<file path="src/rtl/assert_macros.svh">
// ----------------------------------------------------------------------------
// Assertion macros
// Shared concurrent assertion wrappers clocked on clk with reset rst_n.
// ----------------------------------------------------------------------------
`ifndef ASSERT_MACROS_SVH
`define ASSERT_MACROS_SVH

// Checked at every rising edge outside of reset.
`define ASSERT_CLK(label, prop, msg) \
  label: assert property (@(posedge clk) disable iff (!rst_n) (prop)) else $error(msg);

// Checked at every rising edge, during reset as well.
`define ASSERT_ALWAYS(label, prop, msg) \
  label: assert property (@(posedge clk) (prop)) else $error(msg);

`endif

</file>
<file path="src/rtl/ccd_pkg.sv">
// ----------------------------------------------------------------------------
// ccd_pkg
// Types, character codes and small decode functions for the character
// constant decoder.
// ----------------------------------------------------------------------------
package ccd_pkg;

  localparam int unsigned ValueW  = 64;
  localparam int unsigned CountW  = 4;
  localparam int unsigned StatusW = 3;
  localparam int unsigned EscW    = 9;

  localparam logic [CountW-1:0] CountMax = 4'd9;

  localparam logic [StatusW-1:0] ST_OK       = 3'd0;
  localparam logic [StatusW-1:0] ST_UNTERM   = 3'd1;
  localparam logic [StatusW-1:0] ST_BAD_ESC  = 3'd2;
  localparam logic [StatusW-1:0] ST_RANGE    = 3'd3;
  localparam logic [StatusW-1:0] ST_BAD_LEN  = 3'd4;

  localparam logic [7:0] CH_NUL    = 8'h00;
  localparam logic [7:0] CH_NL     = 8'h0A;
  localparam logic [7:0] CH_QUOTE  = 8'h27;
  localparam logic [7:0] CH_DQUOTE = 8'h22;
  localparam logic [7:0] CH_QMARK  = 8'h3F;
  localparam logic [7:0] CH_BSLASH = 8'h5C;
  localparam logic [7:0] CH_X      = 8'h78;

  localparam logic [7:0] HighNibble = 8'hF0;
  localparam logic [8:0] ByteMax    = 9'h0FF;

  typedef enum logic [5:0] {
    MODE_BODY = 6'b000001,
    MODE_ESC  = 6'b000010,
    MODE_OCT1 = 6'b000100,
    MODE_OCT2 = 6'b001000,
    MODE_HEX0 = 6'b010000,
    MODE_HEXN = 6'b100000
  } mode_t;

  typedef struct packed {
    logic signed [ValueW-1:0] value;
    logic                     is_long;
    logic [CountW-1:0]        char_count;
    logic [StatusW-1:0]       status;
  } result_t;

  function automatic logic is_oct(input logic [7:0] b);
    return (b >= 8'h30) && (b <= 8'h37);
  endfunction

  // Returns {valid, digit}.
  function automatic logic [4:0] hex_digit(input logic [7:0] b);
    logic [4:0] r;
    r = 5'd0;
    if ((b >= 8'h30) && (b <= 8'h39)) begin
      r = {1'b1, b[3:0]};
    end else if (((b >= 8'h61) && (b <= 8'h66)) || ((b >= 8'h41) && (b <= 8'h46))) begin
      r = {1'b1, b[3:0] + 4'd9};
    end
    return r;
  endfunction

  // Returns {valid, character}.
  function automatic logic [8:0] simple_escape(input logic [7:0] b);
    logic [8:0] r;
    case (b)
      8'h61:     r = {1'b1, 8'd7};
      8'h62:     r = {1'b1, 8'd8};
      8'h66:     r = {1'b1, 8'd12};
      8'h6E:     r = {1'b1, 8'd10};
      8'h72:     r = {1'b1, 8'd13};
      8'h74:     r = {1'b1, 8'd9};
      8'h76:     r = {1'b1, 8'd11};
      CH_QMARK:  r = {1'b1, b};
      CH_DQUOTE: r = {1'b1, b};
      CH_BSLASH: r = {1'b1, b};
      CH_QUOTE:  r = {1'b1, b};
      default:   r = 9'd0;
    endcase
    return r;
  endfunction

  function automatic logic [CountW-1:0] count_inc(input logic [CountW-1:0] c);
    return (c >= CountMax) ? CountMax : c + 4'd1;
  endfunction

endpackage

</file>
<file path="src/rtl/c_char_constant_decoder.sv">
// A terminator's result is registered in the output register, or in the skid entry on a stall.
// Throughput: one byte per cycle if not stalled; mode, escape and accumulator update in one pass.
// The result side has an output register plus one skid entry, so input stalls only when both hold.
// Reset: synchronous, active low; returns to body mode with empty accumulator and no error.
// ----------------------------------------------------------------------------
// c_char_constant_decoder
// Decodes the bytes of a C character constant after its opening quote,
// handling octal, hex and simple escapes, and emits one result beat per
// terminator.
// ----------------------------------------------------------------------------
`include "assert_macros.svh"

module c_char_constant_decoder (
  input  logic                                clk,
  input  logic                                rst_n,
  input  logic                                in_valid,
  output logic                                in_stall,
  input  logic [7:0]                          in_byte_in,
  output logic                                out_valid,
  input  logic                                out_stall,
  output logic signed [ccd_pkg::ValueW-1:0]   out_value,
  output logic                                out_is_long,
  output logic [ccd_pkg::CountW-1:0]          out_char_count,
  output logic [ccd_pkg::StatusW-1:0]         out_status
);
  import ccd_pkg::*;

  mode_t                mode_r, mode_nxt;
  logic [EscW-1:0]      esc_r, esc_nxt;
  logic [ValueW-1:0]    acc_r, acc_nxt;
  logic [CountW-1:0]    cnt_r, cnt_nxt;
  logic [StatusW-1:0]   err_r, err_nxt;

  logic                 out_valid_r, skid_valid_r;
  result_t              out_res_r, skid_res_r;
  result_t              res_nxt;

  logic                 accept, emit;
  logic [7:0]           b;
  logic [4:0]           hex;
  logic [8:0]           simple;
  logic [EscW-1:0]      oct_val;

  logic                 put1, err_set, do_body, fin;
  logic [7:0]           put1_c;
  logic [StatusW-1:0]   err_code;
  logic [ValueW-1:0]    acc1;
  logic [CountW-1:0]    cnt1;
  logic [StatusW-1:0]   err1, status;

  assign b        = in_byte_in;
  assign in_stall = skid_valid_r;
  assign accept   = in_valid && !in_stall;
  assign hex      = hex_digit(b);
  assign simple   = simple_escape(b);
  assign oct_val  = {esc_r[5:0], b[2:0]};

  always_comb begin
    mode_nxt = mode_r;
    esc_nxt  = esc_r;
    put1     = 1'b0;
    put1_c   = 8'd0;
    err_set  = 1'b0;
    err_code = ST_OK;
    do_body  = 1'b0;
    fin      = 1'b0;
    case (mode_r)
      MODE_ESC: begin
        if (is_oct(b)) begin
          esc_nxt  = {6'd0, b[2:0]};
          mode_nxt = MODE_OCT1;
        end else if (b == CH_X) begin
          esc_nxt  = '0;
          mode_nxt = MODE_HEX0;
        end else begin
          mode_nxt = MODE_BODY;
          if (simple[8]) begin
            put1   = 1'b1;
            put1_c = simple[7:0];
          end else begin
            err_set  = 1'b1;
            err_code = ST_BAD_ESC;
            fin      = (b == CH_NUL) || (b == CH_NL);
          end
        end
      end
      MODE_OCT1: begin
        if (is_oct(b)) begin
          esc_nxt  = oct_val;
          mode_nxt = MODE_OCT2;
        end else begin
          put1    = 1'b1;
          put1_c  = esc_r[7:0];
          do_body = 1'b1;
        end
      end
      MODE_OCT2: begin
        put1 = 1'b1;
        if (is_oct(b)) begin
          esc_nxt  = oct_val;
          put1_c   = oct_val[7:0];
          err_set  = oct_val > ByteMax;
          err_code = ST_RANGE;
          mode_nxt = MODE_BODY;
        end else begin
          put1_c  = esc_r[7:0];
          do_body = 1'b1;
        end
      end
      MODE_HEX0: begin
        if (hex[4]) begin
          esc_nxt  = {5'd0, hex[3:0]};
          mode_nxt = MODE_HEXN;
        end else begin
          err_set  = 1'b1;
          err_code = ST_BAD_ESC;
          do_body  = 1'b1;
        end
      end
      MODE_HEXN: begin
        if (hex[4]) begin
          err_set  = (esc_r[7:0] & HighNibble) != 8'd0;
          err_code = ST_RANGE;
          esc_nxt  = {1'b0, esc_r[3:0], hex[3:0]};
        end else begin
          put1    = 1'b1;
          put1_c  = esc_r[7:0];
          do_body = 1'b1;
        end
      end
      default: begin
        do_body = 1'b1;
      end
    endcase

    acc1 = put1 ? {acc_r[ValueW-9:0], put1_c} : acc_r;
    cnt1 = put1 ? count_inc(cnt_r) : cnt_r;
    err1 = (err_set && (err_r == ST_OK)) ? err_code : err_r;

    acc_nxt = acc1;
    cnt_nxt = cnt1;
    err_nxt = err1;
    if (do_body) begin
      mode_nxt = MODE_BODY;
      if ((b == CH_NUL) || (b == CH_NL) || (b == CH_QUOTE)) begin
        fin = 1'b1;
      end else if (b == CH_BSLASH) begin
        mode_nxt = MODE_ESC;
      end else begin
        acc_nxt = {acc1[ValueW-9:0], b};
        cnt_nxt = count_inc(cnt1);
      end
    end

    status = err1;
    if ((status == ST_OK) && (b != CH_QUOTE)) begin
      status = ST_UNTERM;
    end
    if ((status == ST_OK) && ((cnt1 == 4'd0) || (cnt1 > 4'd8))) begin
      status = ST_BAD_LEN;
    end

    res_nxt.value      = '0;
    res_nxt.is_long    = 1'b0;
    res_nxt.char_count = cnt1;
    res_nxt.status     = status;
    if (cnt1 == 4'd1) begin
      res_nxt.value = {{(ValueW-8){acc1[7]}}, acc1[7:0]};
    end else if ((cnt1 >= 4'd2) && (cnt1 <= 4'd4)) begin
      res_nxt.value = {{(ValueW-32){acc1[31]}}, acc1[31:0]};
    end else if ((cnt1 >= 4'd5) && (cnt1 <= 4'd8)) begin
      res_nxt.value   = acc1;
      res_nxt.is_long = 1'b1;
    end

    if (fin) begin
      mode_nxt = MODE_BODY;
      esc_nxt  = '0;
      acc_nxt  = '0;
      cnt_nxt  = '0;
      err_nxt  = ST_OK;
    end
  end

  assign emit = accept && fin;

  always_ff @(posedge clk) begin
    if (!rst_n) begin
      mode_r <= MODE_BODY;
      esc_r  <= '0;
      acc_r  <= '0;
      cnt_r  <= '0;
      err_r  <= ST_OK;
    end else if (accept) begin
      mode_r <= mode_nxt;
      esc_r  <= esc_nxt;
      acc_r  <= acc_nxt;
      cnt_r  <= cnt_nxt;
      err_r  <= err_nxt;
    end
  end

  always_ff @(posedge clk) begin
    if (!rst_n) begin
      out_valid_r  <= 1'b0;
      skid_valid_r <= 1'b0;
    end else if (!out_valid_r || !out_stall) begin
      if (skid_valid_r) begin
        out_valid_r  <= 1'b1;
        skid_valid_r <= 1'b0;
      end else begin
        out_valid_r <= emit;
      end
    end else if (emit) begin
      skid_valid_r <= 1'b1;
    end
  end

  always_ff @(posedge clk) begin
    if (!out_valid_r || !out_stall) begin
      if (skid_valid_r) begin
        out_res_r <= skid_res_r;
      end else if (emit) begin
        out_res_r <= res_nxt;
      end
    end else if (emit) begin
      skid_res_r <= res_nxt;
    end
  end

  assign out_valid      = out_valid_r;
  assign out_value      = out_res_r.value;
  assign out_is_long    = out_res_r.is_long;
  assign out_char_count = out_res_r.char_count;
  assign out_status     = out_res_r.status;

  `ASSERT_ALWAYS(a_skid_behind_out, skid_valid_r |-> out_valid_r, "skid beat without output beat")
  `ASSERT_CLK(a_skid_drains, (skid_valid_r && !out_stall) |=> (out_valid_r && !skid_valid_r), "skid beat not moved to output")
  `ASSERT_CLK(a_clear_after_emit, emit |=> ((mode_r == MODE_BODY) && (cnt_r == 4'd0) && (err_r == ST_OK) && (acc_r == '0)), "state not cleared after terminator")
  `ASSERT_CLK(a_ok_length, (out_valid_r && (out_res_r.status == ST_OK)) |-> ((out_res_r.char_count != 4'd0) && (out_res_r.char_count <= 4'd8)), "ok status with bad length")
  `ASSERT_CLK(a_count_sat, cnt_r <= CountMax, "character count above saturation")

endmodule

</file>
<file path="config.mk">
export PLATFORM = sky130hd
export DESIGN_NAME = c_char_constant_decoder
export DESIGN_NICKNAME = d
export VERILOG_FILES = /design/src/rtl/ccd_pkg.sv /design/src/rtl/c_char_constant_decoder.sv
export VERILOG_INCLUDE_DIRS = /design/src /design/src/rtl
export SDC_FILE = /design/constraint.sdc
export NUM_CORES = 1
export LEC_CHECK = 0
export BUFFER_PORTS_ARGS = -buffer_cell sky130_fd_sc_hd__clkbuf_2
export CORE_MARGIN = 2
export CORE_UTILIZATION = 38
export CTS_CLUSTER_DIAMETER = 40
export DETAILED_ROUTE_END_ITERATION = 7
export PLACE_DENSITY = 0.63
export SKIP_CTS_REPAIR_TIMING = 1
export SYNTH_ARGS = -nofsm -noshare
export SYNTH_HDL_FRONTEND = slang
export SYNTH_SLANG_ARGS = --single-unit
</file>
<file path="constraint.sdc">
create_clock -name clk -period 6.71 [get_ports clk]
set_clock_uncertainty 0.05 [all_clocks]
set_input_delay 0.671 -clock clk [delete_from_list [all_inputs] [get_ports clk]]
set_output_delay 0.671 -clock clk [all_outputs]
set_load 0.02 [all_outputs]
</file>
==> summary.txt, run 1 <==
Run status
  • Status: completed

Cells and area
  • N_diodes: 0
  • Nets@finish: 1199
  • Final Cell Area: 14120 um2
  • Layout filler cell count: 2909
  • Ratio of cells with drive above 1 in the final layout: 22.44%
  • Layout area overhead: 16.50%

Clock network
  • Worst skew pair latency: 0.53 ns
  • Clock slew at reported path FFs: 0.06 ns
  • H-Tree Depth: 2
  • TritonCTS clock tree: built
  • Longest Clk Path Bufs: 3
  • CTS sink count: 231
  • CTS root buf: clkbuf_16
  • Clock buffers created by TritonCTS: 35

Global route
  • GRT Total Usage: 18.72%
  • GRT met2 Usage: 31.13%
  • M1 GR Usage: 24.92%
  • First-pass GRT wire length: 50050 um
  • Gr ovfl total: 0
  • Initial antenna violation count: 0
  • GRT busiest layer: met2
  • Grt met3 use: 3.093%
  • Vias in the first global route: 8961
  • Largest net degree at the start of global routing: 73

Power and ir drop
  • P_leak: 5.381 nW
  • P_sw: 0.8877 mW
  • Gate power share: 5.9%
  • Tot Pwr: 3.760 mW
  • Seq pwr share: 40.7%
  • Clk network pwr share: 53.4%
  • Peak supply drop: 0.0001622 V
  • PD cells: 266.2 nW/um2
  • Switching share of power: 23.61%
  • Internal power: 2.872 mW

Hold path
  • Hold_sp: acc_r[60]$_SDFFE_PN0P_
  • Hold crit path type: reg2reg

Floorplan
  • Row count: 65
  • Core region area: 31470 um2
  • Die W: 182.6 um
  • IO Pins: 86
  • DIE AREA: 33340 um2
  • Initial Util: 38.51%
  • Die height: 182.6 um

Critical path
  • Critical Path Start: in_byte_in[1]
  • Worst R2R Start: mode_r[5]$_SDFFE_PN0P_
  • Critical path data required time: 6.88 ns
  • Critical path startpoint category: input port
  • Worst EP arrival: 5.62 ns
  • Crit. End Element: flop
  • CP Max Fanout: 16
  • WS Path Type: in2reg

Yosys
  • Synth Register Bits: 231
  • Ranking of synthesized cells by area: edfxtp_1, dfxtp_1, mux2_2, a22oi_1, o21ai_0
  • Synthesized Nets: 1157
  • Leading area contributor after synthesis: edfxtp_1
  • Post-synth top area share: 35.67%
  • Cell Area, Synth: 12120 um2
  • Syn avg cell area: 10.69 um2
  • EDFF count, synth: 144
  • Most common cell in the netlist: edfxtp_1
  • Ys flop type: edfxtp_1
  • Top cells by count, synth: edfxtp_1, nand2_1, o21ai_0
  • Distinct cell type count after synthesis: 88
  • Async S/R FF share, synth: 0%
  • Seq/Total Area, Yosys: 50.04%
  • Post-synthesis cell count: 1134
  • YS warnings: 0

Route
  • Drt drc: 0
  • DRT Wirelength: 31880 um
  • Via Count: 9513
  • Drt pass-1 iters: 6
  • DR iter-0 viols: 885
  • DRT antenna net count: 0
  • Drt wl/cell: 19.86 um
  • Vias per inst: 5.927

STA
  • Worst hold slack: 0.4327 ns
  • Hold Vio Cnt, Final: 0
  • Max Clock Freq: 183.5 MHz
  • Setup Total Neg Slack: 0 ns
  • RSZ-0062 raised after global routing: false
  • Slew @ Worst Pin: 1.097 ns
  • Crit path time final: 5.448 ns
  • Setup violators final: 0
  • Fin crit share: 81.19%
  • Worst slew margin: 24.97%
  • Final Max Tran Viols: 0

Job
  • Max Cap Violations: 0

Place
  • Final GP Congestion: 0.9073
  • Detail Placement HPWL: 20330 um
  • PortBufs: 85
  • Placed cell area: 12810 um2
[cell type report]
cell class	count	area, um2	area share [%]
flip-flops and latches	231	6066	42.95
clock inverters	27	401.6	2.844
multi-input cells	780	5537	39.20
well taps	402	503.0	3.562
clock buffers	37	914.6	6.476
repair buffers	112	640.6	4.536
inverters	16	60.06	0.4253
[worst paths after layout]
path,to,slack (ns),depth (start not counted)
worst min register to register,acc_r[60]$_SDFFE_PN0P_,0.43,1
worst max register to register,out_value[17]$_DFFE_PP_,1.55,13
worst max-delay path,out_value[17]$_DFFE_PP_,1.26,17
worst min-delay path,acc_r[60]$_SDFFE_PN0P_,0.43,1
[stage by stage]
step	setup WS [ns]	std cells	utilization, %
3_5_place_dp	0.7446	1541	40.69
3_3_place_gp	0.9503	1541	40.69
6_report	1.262	1605	44.87
4_1_cts	1.250	1605	44.87
2_1_floorplan	0.07011	1134	-
5_1_grt	0.7535	1605	44.87
[per-layer routing]
layer,routed length [um],part of all wire [%]
met1,14110,44
met2,15110,47
met3,1833,5.8
met4,820,2.6
met5,0,0
[power by group through the flow]
stage	clock (mW)	combinational (mW)	sequential (mW)
finish	2.01	0.220	1.53
floorplan	0	0.166	1.55
CTS	2.04	0.219	1.53
global route	2.10	0.240	1.53
detailed placement	0	0.218	1.56
global placement	0	0.216	1.56
[placed cells by master, fill, tap and decap left out, types with 25 or more instances in the layout]
| master | Yosys | final |
|---|---|---|
| dfxtp_1 | 87 | 87 |
| clkbuf_16 | 0 | 36 |
| a21oi_1 | 37 | 36 |
| mux2i_1 | 25 | 25 |
| o211ai_1 | 33 | 33 |
| o21ai_0 | 89 | 89 |
| edfxtp_1 | 144 | 144 |
| a2bb2oi_1 | 37 | 37 |
| nor2_1 | 44 | 42 |
| clkbuf_2 | 2 | 85 |
| mux2_2 | 55 | 55 |
| nand2_1 | 97 | 97 |
| a22oi_1 | 74 | 74 |
| buf_4 | 7 | 26 |
[cells by family after synthesis]
kind of cell,share of synthesized area [%]
xor+xnor,0.3613
compound gates,25.29
buf+inv,4.727
mux,7.174
flops,50.04
fa+ha+maj,1.135
simple gates,11.27
[registers in the layout, indices dropped and copies added (netlist names), 3 cells and up]
name            cells
skid_res_r         72
acc_r              64
out_value          64
esc_r               8
mode_r              6
cnt_r               4
out_char_count      4
err_r               3
out_status          3
[worst max-delay path: stages]
cell and delay [ns]:
clkbuf_2 0.17, inv_1 0.13, ha_1 0.25, or4b_2 0.62, nand2_1 0.14, o221a_4 0.27
a21o_1 0.40, nor2_4 0.08, o21ai_0 0.48, inv_1 0.22, ha_1 0.27, inv_1 0.14
a2111oi_0 0.09, a21oi_1 0.50, nor4_4 0.10, nor2_1 0.86, a21oi_1 0.20
(Power assumes the default switching activity.)
==> run 2, diff against run 1 <==
==> constraint.sdc (replaced) <==
create_clock -name clk -period 4.4 [get_ports clk]
set_clock_uncertainty 0.05 [all_clocks]
set_input_delay 0.44 -clock clk [delete_from_list [all_inputs] [get_ports clk]]
set_output_delay 0.44 -clock clk [all_outputs]
set_load 0.02 [all_outputs]
==> run 2 against run 1 <==
Wire length grew 1.8%. Non-clock buffer count grew 33. First-iteration DRC count shrank 1.2%. Combinational power grew 68%. Flip-flop and latch count is the same. Largest cell class unchanged. Die area is the same. Sequential power grew 52%. Critical endpoint is now out_value[14]$_DFFE_PP_. Largest power group unchanged. Cell count grew 2.6%. Utilization grew 1.6 points. Setup slack lost 0.88 ns. Count of clock-buffer cells in the layout grew 12.
==> summary.txt, run 2 (same netlist as run 1, synthesis figures left out) <==
Cells and area
  • Nets@finish: 1236 (+3.1%)
  • Layout filler cell count: 2898 (-0.38%)
  • Most common cell after layout, fill and taps aside: edfxtp_1
  • Layout area overhead: 20.79%
  • Final Cell Area: 14640 um2 (+3.7%)
  • Fin cells: 1646 (+2.6%)
  • Max reg flops: 72 (unchanged)
  • Top reg by flops: skid_res_r
  • Most frequent cells in the layout: edfxtp_1, nand2_1, o21ai_0, dfxtp_1, clkbuf_2
  • Ratio of cells with drive above 1 in the final layout: 25.64% (+3.2 points)
  • N_diodes: 0 (unchanged)
  • Final Util: 46.52% (+1.6 points)

Floorplan
  • DIE AREA: 33340 um2 (unchanged)
  • Row count: 65 (unchanged)
  • IO Pins: 86 (unchanged)
  • Die W: 182.6 um (unchanged)
  • Core region area: 31470 um2 (unchanged)
  • Die height: 182.6 um (unchanged)
  • Initial Util: 38.51% (unchanged)

STA
  • Hold Vio Cnt, Final: 0 (unchanged)
  • Setup ws final: 0.3799 ns (-0.8819 ns)
  • Setup Total Neg Slack: 0 ns (unchanged)
  • Max Clock Freq: 248.8 MHz
  • Setup violators final: 0 (unchanged)
  • Fin crit share: 91.37%
  • Crit path time final: 4.020 ns
  • Slew @ Worst Pin: 1.049 ns (-0.04820 ns)
  • RSZ-0062 raised after global routing: false
  • Worst hold slack: 0.2547 ns (-0.1780 ns)
  • Final Max Tran Viols: 0 (unchanged)
  • Worst slew margin: 30.08% (+5.1 points)

Power and ir drop
  • P_leak: 5.643 nW (+4.9%)
  • Tot Pwr: 5.982 mW (+59%)
  • Switching share of power: 22.95% (-0.66 points)
  • Seq pwr share: 39.0% (-1.7 points)
  • PD cells: 408.6 nW/um2 (+53%)
  • Internal power: 4.610 mW (+60%)
  • Clk network pwr share: 54.8% (+1.4 points)
  • P_sw: 1.373 mW (+55%)
  • Peak supply drop: 0.0002877 V (+77%)
  • Gate power share: 6.2% (+0.3 points)

Critical path
  • Critical path data required time: 4.65 ns (-2.23 ns)
  • Worst EP arrival: 4.27 ns (-1.35 ns)
  • Crit. End Element: flop
  • WS Path Type: reg2reg
  • Slowest cell on the critical path: dfxtp_1
  • Worst path cell trace: nand3_1 -> or3_1 -> a31oi_2 -> nor2_4 -> nor2_1 -> a21oi_4 -> inv_1 -> ha_1 -> nor2_1 -> nor2_1 -> a31oi_1 -> or4_1 -> o211ai_1 -> a221oi_4 -> buf_12 -> o311ai_0
  • CP Max Fanout: 44 (+28)
  • Worst r2r path cells: 16 (+3)
  • CP most frequent cell: nor2_1
  • Critical path startpoint category: flop
  • Largest delay share family, worst path: simple AND/OR/NAND/NOR gates
  • Crit-path max cell delay: 0.55 ns (-0.31 ns)
  • Critical Path Stages: 16 (-1)
  • Critical path buffers and inverters: 2 (-2)

Route
  • DRT Wirelength: 32450 um (+1.8%)
  • Drt wl/cell: 19.71 um (-0.74%)
  • DRT antenna net count: 0 (unchanged)
  • DR iter-0 viols: 874 (-1.2%)
  • Drt drc: 0 (unchanged)
  • Via Count: 9633 (+1.3%)
  • Vias per inst: 5.852 (-1.3%)
  • Drt pass-1 iters: 5 (-1)

Clock network
  • Clock slew at reported path FFs: 0.06 ns (about the same)
  • CTS sink count: 231 (unchanged)
  • CTS root buf: clkbuf_16
  • H-Tree Depth: 2 (unchanged)
  • Clock buffers created by TritonCTS: 39 (+11%)
  • TritonCTS clock tree: built
  • Longest Clk Path Bufs: 3 (unchanged)
  • Worst skew pair latency: 0.54 ns (about the same)

Place
  • Post-Place Worst Slack: -0.07606 ns (-0.8207 ns)
  • Dpl cells: 1574 (+2.1%)
  • Final GP Congestion: 0.8689 (-4.2%)
  • Placed cell area: 13200 um2 (+3.1%)
  • PortBufs: 85 (unchanged)
  • Detail Placement HPWL: 21050 um (+3.5%)

Global route
  • Vias in the first global route: 9152 (+2.1%)
  • GRT Total Usage: 19.21% (+0.48 points)
  • First-pass GRT wire length: 51610 um (+3.1%)
  • Largest net degree at the start of global routing: 74 (+1.4%)
  • Initial antenna violation count: 0 (unchanged)
  • Gr ovfl total: 0 (unchanged)

Run status
  • Status: completed

Hold path
  • Hold Path Cell Cnt: 3 (+2)
  • Hold crit path type: in2reg

Job
  • Max Cap Violations: 0 (unchanged)
-- run 2: cell count changes in the layout (fill, tap and decap cells not counted), moves of 3 or more --
cell,change
buf_12,+6
clkbuf_1,+4
clkbuf_8,+5
clkbuf_16,+3
a21oi_1,-3
buf_4,+27
-- run 2: routing by layer --
layer	global-route usage [%]	vias up	share of wire [%]
met5	0	-	0
met4	5.419	0	2.1
met3	2.754	52	5.1
met2	32.24	306	49
met1	25.88	4665	44
li1	-	4610	-
-- run 2: layout make-up --
cell class / instances / area (um2) / share of cell area [%]
clock buffer: 49 / 1074 / 7.332
clock inverter: 23 / 366.6 / 2.504
inverter: 16 / 60.06 / 0.4102
multi-input combinational: 780 / 5609 / 38.31
sequential: 231 / 6066 / 41.43
tap: 402 / 503.0 / 3.435
timing repair buffer: 145 / 963.4 / 6.580
-- run 2: power by group through the flow --
stage | sequential [mW] | clock [mW] | combinational [mW]
2_1_floorplan | 2.37 | 0 | 0.264
3_3_place_gp | 2.38 | 0 | 0.365
3_5_place_dp | 2.38 | 0 | 0.367
4_1_cts | 2.33 | 3.34 | 0.368
5_1_grt | 2.33 | 3.43 | 0.403
6_report | 2.33 | 3.28 | 0.370
-- run 2: worst paths after layout --
path,from,end,slack (ns)
worst max-delay path,mode_r[1]$_SDFFE_PN0P_,out_value[14]$_DFFE_PP_,0.38
worst min-delay path,out_stall,in_stall$_SDFFE_PP0P_,0.25
worst max register to register,mode_r[1]$_SDFFE_PN0P_,out_value[14]$_DFFE_PP_,0.38
worst min register to register,acc_r[59]$_SDFFE_PN0P_,acc_r[59]$_SDFFE_PN0P_,0.43
-- run 2: tightest hold or removal path, cell delays in order --
cell and delay [ns]:
clkbuf_2 0.11, nand2_1 0.14, nor3b_1 0.07
==> run 3, diff against run 2 <==
--- a/config.mk
+++ b/config.mk
@@ -11,6 +11,7 @@
 export CORE_UTILIZATION = 38
 export CTS_CLUSTER_DIAMETER = 40
 export DETAILED_ROUTE_END_ITERATION = 7
+export MAX_ROUTING_LAYER = met4
 export PLACE_DENSITY = 0.63
 export SKIP_CTS_REPAIR_TIMING = 1
 export SYNTH_ARGS = -nofsm -noshare
==> run 3 against run 2 <==
Non-clock buffer count decreased by 1. Wire length rose by 0.37%. Sequential share of layout area is 0.42 points higher. Count of clock-buffer cells in the layout is 5 lower. Register-to-register slack got worse by 0.20 ns. Fmax is 4.7% lower. Global-route usage up 0.78 points. Combinational power hardly changed. Hold slack gained 0.0030 ns. Via count grew 0.16%. Critical path type unchanged. Largest cell class unchanged. Largest power group unchanged. Highest routed layer unchanged.
==> summary.txt, run 3 (same netlist as run 1, synthesis figures left out) <==
Run status
  • Status: completed

Clock network
  • CTS root buf: clkbuf_16
  • CTS sink count: 231 (unchanged)
  • Longest Clk Path Bufs: 3 (unchanged)
  • Worst skew pair latency: 0.53 ns (about the same)
  • Clock slew at reported path FFs: 0.05 ns (about the same)
  • Clock buffers created by TritonCTS: 38 (-2.6%)
  • H-Tree Depth: 2 (unchanged)
  • TritonCTS clock tree: built

STA
  • Final Max Tran Viols: 0 (unchanged)
  • Setup ws final: 0.1830 ns (-0.1969 ns)
  • Setup Total Neg Slack: 0 ns (unchanged)
  • Slew @ Worst Pin: 1.035 ns (-0.01414 ns)
  • Worst slew margin: 29.24% (-0.84 points)
  • RSZ-0062 raised after global routing: false
  • Hold Vio Cnt, Final: 0 (unchanged)
  • Max Clock Freq: 237.1 MHz (-4.7%)
  • Setup violators final: 0 (unchanged)
  • Worst hold slack: 0.2577 ns (+0.002996 ns)
  • Crit path time final: 4.217 ns (+0.1969 ns)
  • Fin crit share: 95.84% (+4.5 points)

Cells and area
  • Layout area overhead: 19.57%
  • Most frequent cells in the layout: edfxtp_1, nand2_1, o21ai_0, dfxtp_1, clkbuf_2
  • Fin cells: 1643 (-0.18%)
  • Ratio of cells with drive above 1 in the final layout: 24.90% (-0.74 points)
  • Final Cell Area: 14490 um2 (-1.0%)
  • Max reg flops: 72 (unchanged)
  • Final Util: 46.05% (-0.47 points)
  • Layout filler cell count: 2934 (+1.2%)
  • Top reg by flops: skid_res_r
  • Nets@finish: 1234 (-0.16%)
  • Most common cell after layout, fill and taps aside: edfxtp_1
  • N_diodes: 0 (unchanged)

Place
  • Dpl cells: 1573 (-0.064%)
  • PortBufs: 85 (unchanged)
  • Final GP Congestion: 0.8941 (+2.9%)
  • Post-Place Worst Slack: -0.08850 ns (-0.01243 ns)
  • Detail Placement HPWL: 21270 um (+1.1%)
  • Placed cell area: 13190 um2 (about the same)

Critical path
  • Worst r2r path cells: 17 (+1)
  • Critical path startpoint category: flop
  • R2R Setup Slk: 0.18 ns (-0.20 ns)
  • Crit. End Element: flop
  • Critical path buffers and inverters: 2 (unchanged)
  • CP Max Fanout: 44 (unchanged)
  • RR Endpoint: out_value[13]$_DFFE_PP_
  • Crit-path max cell delay: 0.48 ns (-0.07 ns)
  • CP most frequent cell: nor2_1
  • WS Path Type: reg2reg
  • Slowest cell on the critical path: o311ai_0
  • Critical path data required time: 4.60 ns (-0.05 ns)
  • Largest delay share family, worst path: simple AND/OR/NAND/NOR gates
  • Worst path cell trace: nor2_1 -> nand3_1 -> or3_1 -> a31oi_2 -> nor2_4 -> nor2_1 -> a21oi_4 -> inv_1 -> ha_1 -> nor2_1 -> nor2_1 -> a31oi_1 -> or4_1 -> o211ai_1 -> a221oi_4 -> buf_12 -> o311ai_0
  • Worst EP arrival: 4.41 ns (+0.14 ns)
  • Worst R2R Start: mode_r[2]$_SDFFE_PN0P_

Hold path
  • Hold_sp: out_stall
  • Hold Path End: in_stall$_SDFFE_PP0P_
  • Hold Path Cell Cnt: 3 (unchanged)
  • Hold crit path type: in2reg

Power and ir drop
  • Switching share of power: 22.77% (-0.18 points)
  • Gate power share: 6.5% (+0.3 points)
  • Peak supply drop: 0.0002433 V (-15%)
  • Seq pwr share: 40.8% (+1.8 points)
  • P_sw: 1.303 mW (-5.1%)
  • Internal power: 4.419 mW (-4.1%)
  • PD cells: 394.8 nW/um2 (-3.4%)
  • Tot Pwr: 5.722 mW (-4.4%)
  • P_leak: 5.576 nW (-1.2%)
  • Clk network pwr share: 52.7% (-2.1 points)

Route
  • DRT antenna net count: 0 (unchanged)
  • Drt wl/cell: 19.82 um (+0.55%)
  • Drt drc: 0 (unchanged)
  • Via Count: 9648 (+0.16%)
  • DRT Wirelength: 32570 um (+0.37%)
  • Vias per inst: 5.872 (+0.34%)
  • DR iter-0 viols: 897 (+2.6%)
  • Drt pass-1 iters: 6 (+1)

Global route
  • Gr ovfl total: 0 (unchanged)
  • Initial antenna violation count: 0 (unchanged)
  • First-pass GRT wire length: 52330 um (+1.4%)
  • Largest net degree at the start of global routing: 74 (unchanged)
  • Vias in the first global route: 9319 (+1.8%)
  • GRT Total Usage: 19.99% (+0.78 points)

Floorplan
  • Die height: 182.6 um (unchanged)
  • IO Pins: 86 (unchanged)
  • Core region area: 31470 um2 (unchanged)
  • Row count: 65 (unchanged)
  • DIE AREA: 33340 um2 (unchanged)
  • Initial Util: 38.51% (unchanged)
  • Die W: 182.6 um (unchanged)

Job
  • Max Cap Violations: 0 (unchanged)
run 3: how the worst max path moves through the flow:
| stage | startpoint | slack [ns] | depth (start not counted) | end |
|---|---|---|---|---|
| after global placement | in_byte_in[1] | 0.005 | 20 | out_value[13]$_DFFE_PP_ |
| after detailed placement | in_byte_in[1] | -0.09 | 20 | out_value[13]$_DFFE_PP_ |
| after floorplan | in_byte_in[0] | 0.02 | 22 | skid_res_r[41]$_DFFE_PP_ |
| after global routing | mode_r[2]$_SDFFE_PN0P_ | 0.006 | 17 | out_value[13]$_DFFE_PP_ |
| final | mode_r[2]$_SDFFE_PN0P_ | 0.18 | 17 | out_value[13]$_DFFE_PP_ |
| after CTS | mode_r[5]$_SDFFE_PN0P_ | 0.14 | 16 | out_value[13]$_DFFE_PP_ |
run 3: tightest hold or removal path: cells and delay by family:
family	cells	cell delay, ns
buffers and inverters	1	0.11
AND/OR/NAND/NOR	2	0.21
run 3: cell type report:
cell class | count | area, um2 | area share (%)
clock buffer | 44 | 994.7 | 6.863
clock inverter | 26 | 305.3 | 2.106
inverter | 16 | 60.06 | 0.4144
multi-input combinational | 780 | 5609 | 38.70
sequential | 231 | 6066 | 41.85
tap | 402 | 503.0 | 3.470
timing repair buffer | 144 | 955.9 | 6.595
run 3: power by group through the flow:
stage | Combinational, mW | Sequential (mW) | Clock (mW)
after floorplan | 0.264 | 2.37 | 0
after global placement | 0.367 | 2.38 | 0
after detailed placement | 0.371 | 2.38 | 0
after CTS | 0.372 | 2.33 | 3.05
after global routing | 0.409 | 2.33 | 3.15
final | 0.373 | 2.33 | 3.01
run 3: per-layer routing:
metal	vias up	wire length, um	GRT usage (%)
met5	-	0	-
met3	70	1562	2.794
met2	307	15560	32.26
met4	0	879	6.226
li1	4618	-	-
met1	4653	14570	26.10
